[src/rtl/assert_macros.svh]
// ----------------------------------------------------------------------------
// assert_macros
// Assertion macros shared by the RTL: clocked checks with reset disable.
// ----------------------------------------------------------------------------
`ifndef ASSERT_MACROS_SVH
`define ASSERT_MACROS_SVH

// property checked on every rising clk edge outside reset
`define CHECK_CLK(label, prop, msg) \
	label: assert property (@(posedge clk) disable iff (!arst_n) (prop)) else $error(msg);

// implication checked on every rising clk edge outside reset
`define CHECK_IMPL(label, pre, post, msg) \
	label: assert property (@(posedge clk) disable iff (!arst_n) (pre) |-> (post)) \
		else $error(msg);

// next-cycle implication checked on every rising clk edge outside reset
`define CHECK_NEXT(label, pre, post, msg) \
	label: assert property (@(posedge clk) disable iff (!arst_n) (pre) |=> (post)) \
		else $error(msg);

`endif

[src/rtl/rmmd_pkg.sv]
// ----------------------------------------------------------------------------
// rmmd_pkg
// Types and constants of the row minimum median depth block.
// ----------------------------------------------------------------------------
package rmmd_pkg;

	localparam int MAX_ROWS        = 256;
	localparam int DEPTH_FRAC_BITS = 16;
	localparam int DEPTH_W         = 32;
	localparam int MED_W           = 33;
	localparam int SEEN_W          = 9;
	localparam int DEPTH_SCALE     = 100000;
	localparam int SCALE_W         = 17;
	localparam int PROD_W          = DEPTH_W + SCALE_W;
	localparam int IDX_W           = (MAX_ROWS > 1) ? $clog2(MAX_ROWS) : 1;
	localparam int CNT_W           = $clog2(MAX_ROWS + 1);
	localparam int CNTX_W          = (CNT_W > SEEN_W) ? CNT_W : SEEN_W;
	localparam int GRP_SIZE        = 16;
	localparam int NUM_GRP         = (MAX_ROWS + GRP_SIZE - 1) / GRP_SIZE;

	typedef struct packed {
		logic [DEPTH_W-1:0] depth_sample;
		logic               row_last;
		logic               box_last;
	} rmmd_in_t;

	typedef struct packed {
		logic [MED_W-1:0]  median_depth;
		logic [SEEN_W-1:0] rows_seen;
		logic              empty_box;
		logic              rows_overflow;
	} rmmd_out_t;

	// what one cell hands to its right neighbor
	typedef struct packed {
		logic [DEPTH_W-1:0] value;
		logic               occ;
		logic               gt;
	} rmmd_link_t;

endpackage

[src/rtl/rmmd_cell.sv]
// ----------------------------------------------------------------------------
// rmmd_cell
// One slot of the sorted row minimum chain: takes the new minimum or its left
// neighbor's value so that the chain stays in ascending order.
// ----------------------------------------------------------------------------
module rmmd_cell (
	input  logic                          clk,
	input  logic                          ins,
	input  logic [rmmd_pkg::DEPTH_W-1:0]  new_val,
	input  logic                          occ,
	input  rmmd_pkg::rmmd_link_t          left,
	output rmmd_pkg::rmmd_link_t          link
);

	logic [rmmd_pkg::DEPTH_W-1:0] val_q;
	logic                         gt;
	logic                         take;

	assign gt   = occ & (val_q > new_val);
	assign take = ins & ((occ & gt) | (!occ & left.occ));

	always_ff @(posedge clk) begin
		if (take) begin
			val_q <= left.gt ? left.value : new_val;
		end
	end

	assign link.value = val_q;
	assign link.occ   = occ;
	assign link.gt    = gt;

endmodule

[config.mk]
export PLATFORM = sky130hd
export DESIGN_NAME = rmmd_cell
export DESIGN_NICKNAME = d
export VERILOG_FILES = /design/src/rtl/assert_macros.svh /design/src/rtl/rmmd_pkg.sv /design/src/rtl/rmmd_cell.sv
export SDC_FILE = /design/constraint.sdc
export NUM_CORES = 1
export LEC_CHECK = 0
export ABC_AREA = 1
export BUFFER_PORTS_ARGS = -buffer_cell sky130_fd_sc_hd__buf_2
export CAP_MARGIN = 10
export CORE_MARGIN = 3
export CORE_UTILIZATION = 44
export CTS_BUF_LIST = sky130_fd_sc_hd__clkbuf_4 sky130_fd_sc_hd__clkbuf_8
export DETAILED_ROUTE_END_ITERATION = 7
export PLACE_DENSITY = 0.76
export SYNTH_ARGS = -nofsm -noshare
export SYNTH_HDL_FRONTEND = slang
export SYNTH_SLANG_ARGS = --single-unit
[constraint.sdc]
create_clock -name clk -period 4.25 [get_ports clk]
set_input_delay 1.0625 -clock clk [delete_from_list [all_inputs] [get_ports clk]]
set_output_delay 1.0625 -clock clk [all_outputs]
set_load 0.005 [all_outputs]
## After elaboration in Yosys (flattened, before gate mapping)

Cells that the tools add are included.

| cells by class | value |
|---|---|
| bitwise gates (word level) | 5 |
| $lt $le $gt $ge | 1 |
| multiplexer cells | 1 |
| reductions and logical operators | 1 |

Operators with widths:

| cell | count |
|---|---|
| $gt 32x32->1 | 1 |
| $mux 32 | 1 |
| $and 1x1->1 | 4 |
| $logic_not 1->1 | 1 |
| $or 1x1->1 | 1 |

| storage, ports and cells | value |
|---|---|
| bits of input ports | 69 |
| logic and storage cells | 9 |
| register bits after elaboration | 32 |
| output and inout bits | 34 |

## Depth between registers and ports, before layout

| depth | value |
|---|---|
| depth after elaboration | 5 |
| depth in mapped cells | 16 |
| mapped depth without buffers | 15 |

## Worst setup path before layout

Ideal clock, no wire load.

| timing | value |
|---|---|
| kind | input port to flip-flop |
| start point | input port new_val[31] (netlist bit) |
| end point | register val_q[0] (netlist bit) (enable) |
| stages | 10 |
| data required time | 3.850 ns |
| setup time | 0.400 ns |
| path slack | 0.967 ns |
| arrival time | 2.883 ns |
| path through | inv_1 > ha_1 > nand2_1 > nor2_2 > nand2_2 > nor2_2 > nand2_1 > nand2_1 > nand2_2 > a21oi_2 |

| between the ends | value |
|---|---|
| word-level cells in the longest chain between the ends | 5 |

Ends and longest elaborated chain:

| what | RTL line | source |
|---|---|---|
| start: declaration | rmmd_cell.sv:9 | `input logic [rmmd_pkg::DEPTH_W-1:0] new_val,` |
| $gt 32x32->1 | rmmd_cell.sv:19 | `assign gt = occ & (val_q > new_val);` |
| $and 1x1->1 | rmmd_cell.sv:19 |  |
| $and 1x1->1 | rmmd_cell.sv:20 | `assign take = ins & ((occ & gt) \| (!occ & left.occ));` |
| $or 1x1->1 | rmmd_cell.sv:20 |  |
| $and 1x1->1 | rmmd_cell.sv:20 |  |
| net take | rmmd_cell.sv:17 | `logic take;` |
| end signal: assignment | rmmd_cell.sv:24 | `val_q <= left.gt ? left.value : new_val;` |
| end: declaration | rmmd_cell.sv:15 | `logic [rmmd_pkg::DEPTH_W-1:0] val_q;` |

The timed path passes the listed nets, and every way through them passes these cells.
A chain may end at the register's enable or synchronous reset.

==> impl_metrics.py <==
metrics = {
    "floorplanning": {
        "fp.coreArea_sq_um": 4790,
        "die_area_sq_um": 5880,
        "die_w_microns": 76.7,
        "rows": 25,
        "die_y_microns": 76.7,
        "start_util_pct": 46.0,
        "pin_count": 103,
    },
    "final_layout": {
        "register_area_sq_um": 961,
        "fillers": 443,
        "antennaDiodeCount": 0,
        "fin_area_sq_um": 2870,
        "syn2layout_area_growth_pct": 30.3,
        "top_regs": "val_q (32)",
        "top_register": "val_q",
        "drive_gt1_share_pct": 34.6,
        "multi_input_area_sq_um": 1040,
        "nNetsFinal": 455,
        "largest_register_ffs": 32,
    },
    "timing": {
        "maxSlewHeadroom_pct": 39.2,
        "fmax_mhz": 294,
        "fin_skew_ns": 0.00529,
        "fin_crit_sh_pct": 80.0,
        "tns_ns": 0,
        "slew_violations": 0,
        "rsz0062_at_grt": "false",
        "holdWs_ns": 1.06,
        "tightestPinTransition_ns": 0.911,
        "final_hold_viol_count": 0,
        "setup_viol": 0,
        "period_minus_slack_ns": 3.40,
    },
    "global_route": {
        "grt_pass1_vias": 1840,
        "grt_max_degree": 64,
        "grt_pass1_wl_microns": 8100,
        "grt_use_total_pct": 17.0,
        "grt_antenna_before_repair": 0,
        "overflow": 0,
    },
    "setup_path": {
        "worstSetupPathType": "in -> out",
        "end_kind": "output pin",
        "crit_top_cell": "nand2_1",
        "timing.rr.end": "val_q[14]",
        "crit_chain": "buf_2 -> inv_1 -> ha_1 -> a21oi_1 -> o21ai_0 -> a21oi_1 -> nand2_1 -> nand2_1 -> nand2_1 -> nand2_2 -> inv_1 -> buf_2",
        "cp_max_fo": 2,
        "critical_path_arrival_ns": 2.34,
        "slowest_delay_ns": 0.30,
        "worst_path_max_delay_cell": "ha_1",
        "reg2reg_from": "val_q[15]",
        "required_ns": 3.19,
        "rrSetupSlack_ns": 1.94,
        "crit_path_start_kind": "primary input",
        "ff2ff_path_depth": 12,
    },
    "placed_design": {
        "dpl_cell_area_sq_um": 2780,
        "io_buffers": 102,
        "place.detailed.hpwl_microns": 3890,
        "gp_congestion": 0.770,
    },
    "synth": {
        "synth_top_cell_by_area": "edfxtp_1",
        "synth.cells.most_frequent": "67 x nand2_1, 42 x inv_1, 32 x edfxtp_1, 32 x ha_1, 32 x o21ai_0",
        "synth_nets": 354,
        "synth-edff-count": 32,
        "synth_top_area_share_pct": 43.7,
        "synthesis.area_sq_um": 2200,
        "netlist_instances": 253,
        "synth.distinct_cells": 22,
        "ys_ff_latch": 32,
        "synth_area_leaders": "edfxtp_1 44%, ha_1 18%, nand2_1 11%",
        "ys.flop_type": "edfxtp_1",
        "yosys_warnings": 0,
        "synthArstFlopShare_pct": 0,
        "syn_area_per_cell_sq_um": 8.69,
        "ys_seq_area_share_pct": 43.7,
        "yosysMostFrequentCell": "nand2_1",
    },
    "min_path": {
        "hold_path.startpoint": "left[32]",
        "worstHoldEndpoint": "val_q[30]",
        "whs_path_depth": 3,
        "min_path_type": "in -> reg",
    },
    "detailed_routing": {
        "drt-initial-drc-count": 60,
        "remaining_drc_errors": 0,
        "vias": 1974,
        "drtPass1Iterations": 4,
        "vias_per_cell": 4.68,
        "antenna_left": 0,
        "wl_per_cell_microns": 11.6,
        "wl_microns": 4890,
    },
    "clock_tree": {
        "cts_max_level": 2,
        "holdBufCountCts": 0,
        "post_cts_resized": 0,
        "cts_setup_buffers": 0,
        "cts_root_buf": "clkbuf_8",
        "clk-insertion-delay-late_ns": 0.27,
        "cts_tree": "built",
        "clk_pin_slew_ns": 0.07,
        "clock_path_buffers": 2,
        "cts_made_buffers": 5,
        "clock_sinks": 32,
    },
    "power": {
        "vdd_drop_max_mv": 0.144,
        "power_uw": 783,
        "p_per_area_nw_per_um2": 273,
        "p_leak_uw": 0.00151,
    },
    "run_status": {
        "status": "finished clean",
    },
    "job": {
        "drv_cap": 0,
    },
}
## per-layer routing
layer	track usage (%)	up-vias	share of wire, %
met5	0	-	0
met4	4.35	0	1.3
met3	4.34	6	6.1
met2	29.0	70	48
met1	21.4	868	45
li1	-	1030	-
## stage by stage
| stage | util (%) | std cells | setup slack (ns) |
|---|---|---|---|
| final | 59.9 | 422 | 0.851 |
| after floorplan | - | 253 | 0.967 |
| after CTS | 59.9 | 422 | 0.836 |
| after global placement | 58.0 | 414 | 0.839 |
| after global routing | 59.9 | 422 | 0.669 |
| after detailed placement | 58.0 | 414 | 0.849 |
## cell families after synthesis
logic type,after synthesis,synth area share [%]
flip-flops,32,43.7
multiplexers,1,0.512
AND/OR/NAND/NOR,86,16.4
adder cells (fa/ha/maj),32,18.2
AO/OA/AOI/OAI,50,11.8
buffers and inverters,52,9.33
## cell type report
| type | count | share of cell area [%] |
|---|---|---|
| clock inverters | 1 | 0.131 |
| multi-input cells | 169 | 36.3 |
| flip-flops and latches | 32 | 33.5 |
| repair buffers | 103 | 18.5 |
| inverters | 43 | 5.63 |
| well taps | 67 | 2.93 |
| clock buffers | 7 | 2.93 |
## worst max-delay path by stage
stage               cells past startpoint  slack (ns)        to        start
finish                                 12        0.85   link[0]  new_val[13]
global route                           12        0.67   link[0]  new_val[21]
CTS                                    12        0.84   link[0]  new_val[13]
detailed placement                     12        0.85   link[0]  new_val[13]
global placement                       12        0.84   link[0]  new_val[13]
floorplan                              10        0.97  val_q[0]  new_val[31]
## report_power, final
part | internal, uW | total, uW | switching (uW) | leakage (uW)
clock | 127 | 233 | 106 | 0.0000467
combinational | 77.3 | 168 | 90.9 | 0.00116
sequential | 373 | 382 | 9.20 | 0.000300
total | 577 | 783 | 206 | 0.00151
## placed cells by master (no fill, tap or decap), types with 2 or more instances in the layout
cell,instances
a21oi_1,14
buf_2,102
clkbuf_4,2
clkbuf_8,5
edfxtp_1,32
ha_1,32
inv_1,42
nand2_1,67
nand2_2,3
nand3_1,2
nor2_1,7
nor2_2,4
o21ai_0,32
## worst max-delay path, delay by kind of cell
kind	cells	cell delay (ns)
adders and majority gates	1	0.30
and+or+nand+nor	4	0.27
AOI/OAI and AO/OA	3	0.42
buffers and inverters	4	0.27
No activity file was read; power rests on OpenSTA's default activity.
